===== src/rtl/core/adsd_pkg.sv =====
`timescale 1ns / 1ps

package adsd_pkg;

    localparam logic [3:0] HDR_SAMPLE_LO = 4'd3;
    localparam logic [3:0] HDR_SAMPLE_HI = 4'd6;
    localparam logic [3:0] HDR_COUNT     = 4'd7;
    localparam logic [3:0] HDR_AVERAGE   = 4'd10;
    localparam logic [3:0] HDR_LAST_POS  = 4'd15;

    localparam logic [7:0] COUNT_EMPTY   = 8'd2;

    localparam logic [7:0] MODE_MASK     = 8'h40;
    localparam logic [7:0] NIB_MASK      = 8'h0F;
    localparam logic [7:0] COARSE_MASK   = 8'h70;
    localparam logic [7:0] SMALL_MASK    = 8'h30;
    localparam logic [7:0] FINE_MASK     = 8'h3F;
    localparam logic [7:0] SIGN_MASK     = 8'h80;
    localparam logic [5:0] SHIFT_BIAS    = 6'd5;
    localparam logic [4:0] SMALL_SHIFT   = 5'd2;

    function automatic logic [4:0] floor_log2(input logic [31:0] v);
        logic [4:0] r;
        r = '0;
        for (int i = 1; i < 32; i++)
        begin
            if (v[i])
            begin
                r = 5'(i);
            end
        end
        return r;
    endfunction

    function automatic logic [31:0] code_magnitude(input logic [7:0] code,
                                                   input logic [7:0] avg);
        logic [5:0]  q;
        logic [5:0]  sh;
        logic [4:0]  nib_sh;
        logic [31:0] m;
        q      = avg[7:2];
        sh     = (q < SHIFT_BIAS) ? 6'd0 : q - SHIFT_BIAS;
        nib_sh = {1'b0, code[3:0]} + 5'd1;
        if ((code & MODE_MASK) != 8'd0)
        begin
            if ((code & NIB_MASK) != 8'd0)
            begin
                m = {24'd0, code & COARSE_MASK} << nib_sh;
            end
            else
            begin
                m = {24'd0, code & SMALL_MASK} << SMALL_SHIFT;
            end
        end
        else if (sh[5])
        begin
            m = '0;
        end
        else
        begin
            m = {24'd0, code & FINE_MASK} << sh[4:0];
        end
        return m;
    endfunction

endpackage


===== src/rtl/core/adaptive_delta_sample_decoder.sv =====
`timescale 1ns / 1ps
// Path: an accepted byte is held in the input register; the sample decoded from
// it is registered in the output register. Throughput: one byte per cycle unless
// a byte's sample waits for a full output register; the decode state updates as
// each byte leaves the input register, so the next byte already sees it.
// Reset (rst_n low, asynchronous): header phase, awaiting header byte 0,
// all decode state zero, no sample pending.

module adaptive_delta_sample_decoder (
    input  logic               clk,
    input  logic               rst_n,
    input  logic               data_valid,
    output logic               data_ready,
    input  logic [7:0]         data_byte,
    input  logic               frame_start,
    output logic               sample_valid,
    input  logic               sample_ready,
    output logic signed [31:0] sample,
    output logic               last_sample
);
    import adsd_pkg::*;

    logic        byte_valid_reg;
    logic [7:0]  byte_reg;
    logic        start_reg;

    logic [3:0]  header_position_reg,  header_position_next;
    logic [31:0] running_sample_reg,   running_sample_next;
    logic [7:0]  remaining_codes_reg,  remaining_codes_next;
    logic [7:0]  count_byte_saved_reg, count_byte_saved_next;
    logic [7:0]  delta_average_reg,    delta_average_next;
    logic        in_code_phase_reg,    in_code_phase_next;

    logic        sample_valid_reg;
    logic [31:0] sample_reg;
    logic        last_sample_reg;

    logic [3:0]  pos_eff;
    logic        code_phase;
    logic [31:0] mag;
    logic [31:0] delta;
    logic [7:0]  avg_upd;
    logic [7:0]  codes_left;
    logic [1:0]  lane;
    logic        has_result;
    logic        res_last;
    logic        out_free;
    logic        stage_go;

    assign pos_eff    = start_reg ? 4'd0 : header_position_reg;
    assign code_phase = !start_reg && in_code_phase_reg;
    assign mag        = code_magnitude(byte_reg, delta_average_reg);
    assign delta      = ((byte_reg & SIGN_MASK) != 8'd0) ? (32'd0 - mag) : mag;
    assign avg_upd    = delta_average_reg - {2'b00, delta_average_reg[7:2]}
                        + {3'b000, floor_log2(mag)};
    assign codes_left = remaining_codes_reg - 8'd1;
    assign lane       = 2'(pos_eff - HDR_SAMPLE_LO);

    always_comb
    begin
        header_position_next  = pos_eff;
        running_sample_next   = running_sample_reg;
        remaining_codes_next  = remaining_codes_reg;
        count_byte_saved_next = count_byte_saved_reg;
        delta_average_next    = delta_average_reg;
        in_code_phase_next    = code_phase;
        has_result            = 1'b0;
        res_last              = 1'b0;
        if (code_phase)
        begin
            running_sample_next  = running_sample_reg + delta;
            delta_average_next   = avg_upd;
            remaining_codes_next = codes_left;
            has_result           = 1'b1;
            if (codes_left == 8'd0)
            begin
                res_last             = 1'b1;
                in_code_phase_next   = 1'b0;
                header_position_next = 4'd0;
            end
        end
        else if (pos_eff inside {[HDR_SAMPLE_LO:HDR_SAMPLE_HI]})
        begin
            running_sample_next[lane*8 +: 8] = byte_reg;
            header_position_next             = pos_eff + 4'd1;
        end
        else if (pos_eff == HDR_COUNT)
        begin
            count_byte_saved_next = byte_reg;
            header_position_next  = pos_eff + 4'd1;
        end
        else if (pos_eff inside {[HDR_AVERAGE:HDR_LAST_POS]})
        begin
            delta_average_next   = byte_reg;
            header_position_next = 4'd0;
            if (count_byte_saved_reg != COUNT_EMPTY)
            begin
                has_result = 1'b1;
                if (count_byte_saved_reg < COUNT_EMPTY)
                begin
                    res_last = 1'b1;
                end
                else
                begin
                    remaining_codes_next = count_byte_saved_reg - COUNT_EMPTY;
                    in_code_phase_next   = 1'b1;
                end
            end
        end
        else
        begin
            header_position_next = pos_eff + 4'd1;
        end
    end

    assign out_free   = !sample_valid_reg || sample_ready;
    assign stage_go   = byte_valid_reg && (!has_result || out_free);
    assign data_ready = !byte_valid_reg || stage_go;

    always_ff @(posedge clk or negedge rst_n)
    begin
        if (!rst_n)
        begin
            byte_valid_reg <= 1'b0;
        end
        else if (data_ready)
        begin
            byte_valid_reg <= data_valid;
        end
    end

    always_ff @(posedge clk)
    begin
        if (data_valid && data_ready)
        begin
            byte_reg  <= data_byte;
            start_reg <= frame_start;
        end
    end

    always_ff @(posedge clk or negedge rst_n)
    begin
        if (!rst_n)
        begin
            header_position_reg  <= '0;
            running_sample_reg   <= '0;
            remaining_codes_reg  <= '0;
            count_byte_saved_reg <= '0;
            delta_average_reg    <= '0;
            in_code_phase_reg    <= 1'b0;
        end
        else if (stage_go)
        begin
            header_position_reg  <= header_position_next;
            running_sample_reg   <= running_sample_next;
            remaining_codes_reg  <= remaining_codes_next;
            count_byte_saved_reg <= count_byte_saved_next;
            delta_average_reg    <= delta_average_next;
            in_code_phase_reg    <= in_code_phase_next;
        end
    end

    always_ff @(posedge clk or negedge rst_n)
    begin
        if (!rst_n)
        begin
            sample_valid_reg <= 1'b0;
        end
        else if (stage_go && has_result)
        begin
            sample_valid_reg <= 1'b1;
        end
        else if (sample_ready)
        begin
            sample_valid_reg <= 1'b0;
        end
    end

    always_ff @(posedge clk)
    begin
        if (stage_go && has_result)
        begin
            sample_reg      <= running_sample_next;
            last_sample_reg <= res_last;
        end
    end

    assign sample_valid = sample_valid_reg;
    assign sample       = signed'(sample_reg);
    assign last_sample  = last_sample_reg;

endmodule


===== config.mk =====
export PLATFORM = sky130hd
export DESIGN_NAME = adaptive_delta_sample_decoder
export DESIGN_NICKNAME = d
export VERILOG_FILES = /design/src/rtl/core/adsd_pkg.sv /design/src/rtl/core/adaptive_delta_sample_decoder.sv
export SDC_FILE = /design/constraint.sdc
export NUM_CORES = 1
export LEC_CHECK = 0
export ABC_AREA = 1
export BUFFER_PORTS_ARGS = -buffer_cell sky130_fd_sc_hd__clkbuf_2
export CORE_MARGIN = 2
export CORE_UTILIZATION = 26
export DETAILED_ROUTE_END_ITERATION = 8
export GPL_ROUTABILITY_DRIVEN = 0
export PLACE_DENSITY = 0.37
export SYNTH_ARGS = -nofsm -noshare
export SYNTH_HDL_FRONTEND = slang
export SYNTH_SLANG_ARGS = --single-unit

===== constraint.sdc =====
create_clock -name clk -period 7.2 [get_ports clk]
set_input_delay 0.72 -clock clk [delete_from_list [all_inputs] [get_ports clk]]
set_output_delay 0.72 -clock clk [all_outputs]
set_load 0.02 [all_outputs]

### Word-level counts from Yosys, hierarchy flattened

Cells that the tools add are included.

* add/sub/neg operators: 11
* magnitude comparators: 6
* equality and inequality tests: 5
* shifts and indexed selects: 4
* muxes and demuxes: 76
* bitwise operators: 2
* reduce and logical (&&, ||, !) cells: 21

Operator list (number)
* 2-to-1 mux 32 bit: 6
* 2-to-1 mux 5 bit: 26
* 2-to-1 mux 8 bit: 10
* negation 5 -> 34 bit: 1
* variable shift 8 x 34 -> 32 bit, first input constant: 1
* variable part select 8 x 34 -> 32 bit: 1
* adder 32 bit: 1
* bitwise mux 32 bit: 1
* << shifter 6 x 5 -> 32 bit: 1
* << shifter 7 x 5 -> 32 bit: 1
* subtractor 1 x 32 -> 32 bit, first input constant: 1
* 2-to-1 mux 4 bit: 6
* 2-to-1 mux 1 bit: 22
* adder 8 x 5 -> 8 bit: 1
* logical NOT 8 bit: 1
* < comparator 8 x 2 -> 1 bit, second input constant: 1
* inequality test 8 x 2 -> 1 bit, second input constant: 1
* AND reduction 4 bit: 2
* nonzero test 8 bit: 1
* subtractor 8 x 1 -> 8 bit, second input constant: 1
* subtractor 8 x 2 -> 8 bit, second input constant: 1
* subtractor 8 x 6 -> 8 bit: 1
* logical AND 1 bit: 6
* < comparator 6 x 3 -> 1 bit, second input constant: 1
* 18 further kinds: 30

* register bits after elaboration: 105
* output and inout bits: 35
* logic and storage cells: 137

### Logic depth before layout (Yosys ltp)

* depth after elaboration: 38
* mapped depth: 56
* depth with buffers taken out: 56

### Worst setup path after synthesis

No wires, ideal clock.

* path kind: register to register
* from: reg delta_average_reg[2]
* to: reg sample_reg[30] (netlist: sample[30]), data pin
* arrival time: 4766 ps
* required time: 6920 ps
* slack: 2154 ps
* stages on the path, launching flop included: 35
* buffers on the path: 1
* clock period less this slack: 5046 ps
* path through: dfrtp_1 -> inv_2 -> ha_1 -> inv_1 -> nand2_2 -> nand3_2 -> buf_8 -> nand2_4 -> nand4_1 -> nor3_1 -> inv_1 -> ha_1 -> nand2_1 -> o21ai_0 -> fa_1 -> a21oi_1 -> o21bai_1 -> a21oi_1 -> o21ai_1 -> nand2_1 -> nand2_1 -> a21oi_1 -> o21ai_1 -> a21oi_1 -> inv_1 -> a21o_1 -> nand2_1 -> o211ai_1 -> nand2_1 -> nand3_1 -> a21boi_1 -> o21ai_0 -> xor2_1 -> nand2_1 -> o21ai_0

* longest elaborated chain between the ends: 9

RTL lines
* start, declared: line adaptive_delta_sample_decoder.sv:31 `logic [7:0] delta_average_reg, delta_average_next;`
* start signal, assigned: line adaptive_delta_sample_decoder.sv:158 `delta_average_reg <= delta_average_next;`
* subtractor 6 x 3 -> 6 bit / < comparator 6 x 3 -> 1 bit (equally long branches): line adsd_pkg.sv:42 `sh = (q < SHIFT_BIAS) ? 6'd0 : q - SHIFT_BIAS;`
* 2-to-1 mux 6 bit (*): line adsd_pkg.sv:42
* << shifter 6 x 5 -> 32 bit: line adsd_pkg.sv:61 `m = {24'd0, code & FINE_MASK} << sh[4:0];`
* 2-to-1 mux 32 bit (*): line adsd_pkg.sv:55 `else if (sh[5])`
* 2-to-1 mux 32 bit (*): line adsd_pkg.sv:44 `if ((code & MODE_MASK) != 8'd0)`
* subtractor 1 x 32 -> 32 bit: line adaptive_delta_sample_decoder.sv:53 `assign delta = ((byte_reg & SIGN_MASK) != 8'd0) ? (32'd0 - mag) : mag;`
* 2-to-1 mux 32 bit (*): line adaptive_delta_sample_decoder.sv:53
* adder 32 bit (*): line adaptive_delta_sample_decoder.sv:71 `running_sample_next = running_sample_reg + delta;`
* 2-to-1 mux 32 bit (*): line adaptive_delta_sample_decoder.sv:69 `if (code_phase)`
* net running_sample_next[30]: line adaptive_delta_sample_decoder.sv:28 `logic [31:0] running_sample_reg, running_sample_next;`
* end signal, assigned: line adaptive_delta_sample_decoder.sv:183 `sample_reg <= running_sample_next;`
* end, declared: line adaptive_delta_sample_decoder.sv:35 `logic [31:0] sample_reg;`

Mark *: on every way through the listed nets, which the timed path passes. The rest lies on a longest branch.
A chain may end at the register's enable or synchronous reset.

### Worst setup path after layout

Ends and elaborated chain as after synthesis.

==> summary.md <==
| Metric | Value |
|---|---|
| Unique masters post-synth | `55` |
| Final Cycle Share | `around 87%` |
| CP startpoint | `delta_average_reg[2]$_DFFE_PN0P_` |
| Synth Area in Adders | `under 10%` |
| DRC errors left | `0` |
| Ports | `48` |
| Buf+Inv Stages, Crit Path | `4` |
| Setup skew after layout | `0.0125 ns` |
| Worst reg2reg path startpoint | `delta_average_reg[2]$_DFFE_PN0P_` |
| Worst-Margin Slew | `0.931 ns` |
| Mux contribution to synthesized area | `0%` |
| Fillers | `3,809` |
| Vias in the first global route | `8,283` |
| Synthesized area per cell | `~6.9 um^2` |
| Fin nets | `1,423` |
| Clk root buf | `clkbuf_16` |
| Initial Util | `a little over a quarter` |
| Worst r2r path cells | `33` |
| CTS tree | `built` |
| CP most frequent cell | `nand2_1` |
| Clk slew on worst S/H paths | `approximately 0.070 ns` |
| Core occupancy in the finished layout | `around 30%` |
| Yosys reg bits | `105` |
| Fin crit period | `~6.3 ns` |
| Max-slew violations | `0` |
| WL/cell | `17.2 um` |
| Critical path required time | `7.28 ns` |
| Synth Area in Compound Gates | `17.1%` |
| Final hold vios | `0` |
| Mapped Area | `9050 um^2` |
| CP Launch Type | `flop` |
| Num rows | `68` |
| Initial DRC count | `618` |
| DRT Pass-1 Iters | `5` |
| Worst hold path class | `in2async` |
| Antenna Diode Count | `0` |
| Worst reg-to-reg setup slack | `0.91 ns` |
| Worst rel slew slack | `37.9%` |
| CTS Buf Count | `9` |
| Setup WS post-layout | `0.913 ns` |
| Core box area | `around 34,000 um^2` |
| Via count | `8,613` |
| WS Path Type | `reg2reg` |
| Mapped Nets | `1,384` |
| Hold WS | `0.487 ns` |
| Total gr overflow | `0` |
| Cells after Synth | `1,312` |
| Max Cap Viol | `0` |
| Dpl ws | `0.722 ns` |
| Layout cells sized above 1 | `8.48%` |
| Slowest cell delay on critical path | `0.50 ns` |
| WL final | `31.1 mm` |
| Synth-to-layout area growth | `11.9%` |
| Crit end category | `flop` |
| Worst-path fanout max | `12` |
| Post-synthesis sequential area ratio | `31.3%` |
| Main combinational cell family by area after synthesis | `simple AND/OR/NAND/NOR gates` |
| Achievable Freq | `159 MHz` |
| Yosys warns | `0` |
| RSZ-0062 raised after global routing | `no` |
| First-pass GRT wire length | `just under 50 mm` |
| Worst Path Arrival | `6.37 ns` |
| Chip width | `191 um` |
| Die Y | `191 um` |
| Via density | `~4.8` |
| DP HPWL | `24.1 mm` |
| Status | `complete, no violations` |
| CP max stage cell | `fa_1` |
| GRT Total Usage | `17.6%` |
| Remaining antenna violation count | `0` |
| Die Footprint | `around 36,000 um^2` |
| Clock Latency Late Sink | `about 0.37 ns` |
| XOR/XNOR Fraction of Synth Area | `6.47%` |
| Simple-gate share of the synthesized area | `a little over a quarter` |
| Setup-failing EPs final | `0` |
| Initial antenna violation count | `0` |
| Longest Clk Path Bufs | `2` |
| Largest net degree at the start of global routing | `64` |
| Port Buf Inserts | `47` |
| Critical R2R Capture | `sample[30]$_DFFE_PP_` |
| Sink Count | `around 110` |
| Setup TNS | `0 ns` |
| CP top delay family | `compound AO/OA/AOI/OAI gates` |
| # H-tree levels | `3` |
routing by layer:
metal	routed length [um]	track usage, %
met5	0	0
met4	368	3.91
met3	879	1.95
met2	13900	28.0
met1	15900	25.4
kinds of logic (layout without fill, tap and decap cells):
group                    Yosys count  count (layout)
XOR/XNOR                          66              66
adder cells (fa/ha/maj)           59              59
flip-flops                       105             105
buffers and inverters            211             255
AO/OA/AOI/OAI                    279             279
AND/OR/NAND/NOR                  592             592
stage by stage:
| stage | area, um^2 | instances |
|---|---|---|
| 2_1_floorplan | 9050 | 1312 |
| 3_3_place_gp | 9830 | 1795 |
| 3_5_place_dp | 9830 | 1795 |
| 4_1_cts | 10100 | 1811 |
| 5_1_grt | 10100 | 1811 |
| 6_report | 10100 | 1811 |
cell usage in the layout, fill, tap and decap left out, types with 3 or more instances in the layout:
master / n
clkinv_1: 4
ha_1: 53
a21oi_1: 80
clkbuf_2: 46
a31oi_1: 14
o211ai_1: 4
fa_1: 6
or2_2: 6
clkbuf_1: 3
nand4_1: 13
nor2_1: 130
nand2_1: 344
edfxtp_1: 42
buf_4: 15
a32oi_1: 4
xor2_1: 55
o21bai_1: 3
o21ai_2: 3
dfrtp_1: 63
o22ai_1: 13
o21a_1: 3
clkbuf_16: 10
nor3_1: 10
and2_1: 4
nor4_1: 9
inv_1: 166
nand2_2: 5
o31ai_1: 4
nand3_1: 52
o21ai_0: 129
a22oi_1: 5
o21ai_1: 6
a211oi_1: 3
nand3_2: 5
inv_2: 7
nor2_2: 4
xnor2_1: 10
cells in the mapped netlist, drive strengths merged:
library cell	count	area [um^2]
nand2	350	1330
inv	174	656
o21ai	138	702
nor2	135	517
a21oi	80	400
dfrtp	63	1580
nand3	57	305
xor2	56	498
ha	53	663
edfxtp	42	1260
clkbuf	22	82.6
a31oi	14	87.6
nand4	13	81.3
nor3	13	86.3
o22ai	13	81.3
buf	11	62.6
nor4	10	68.8
xnor2	10	87.6
a22oi	6	50.1
fa	6	120
or2	6	37.5
a21boi	4	33.8
a32oi	4	35.0
and2	4	25.0
clkinv	4	15.0
o211ai	4	30.0
o31ai	4	30.0
a211oi	3	22.5
o21a	3	22.5
o21bai	3	22.5
nand3b	2	18.8
a211o	1	8.76
a21o	1	7.51
o41a	1	11.3
or3	1	6.26
or4	1	7.51
final cells by class:
class / instances / area (um^2) / share of cell area (%)
tap: 455 / 569 / 5.62
sequential: 105 / 2840 / 28.0
multi-input combinational: 996 / 5410 / 53.4
inverter: 178 / 671 / 6.62
clock inverter: 3 / 40.0 / 0.395
clock buffer: 13 / 262 / 2.58
timing repair buffer: 61 / 343 / 3.38
timing repair:
item	4_1_cts	5_1_grt
hold buffers	0	0
resized for setup	0	1
setup endpoints to repair	0	2
buffers inserted	0	0
worst max-delay path by stage:
stage | to | slack [ns] | cells past startpoint
after detailed placement | sample[30]$_DFFE_PP_ | 0.72 | 33
final | sample[30]$_DFFE_PP_ | 0.91 | 33
after floorplan | sample[30]$_DFFE_PP_ | 2.15 | 34
after global routing | sample[30]$_DFFE_PP_ | 0.17 | 33
after CTS | sample[30]$_DFFE_PP_ | 0.71 | 33
after global placement | sample[27]$_DFFE_PP_ | 0.87 | 33
worst reg2reg max path, delay by kind of cell, from the launching register on:
kind                       cells  cell delay (ns)
AOI/OAI and AO/OA             13             2.20
and+or+nand+nor               12             1.72
adders and majority gates      3             1.00
buffers and inverters          4             0.46
DFF                            1             0.45
xor gates and xnor gates       1             0.16
Power is not shown: default switching activity piles up to over one toggle a cycle in this logic, so the estimate is an artifact.
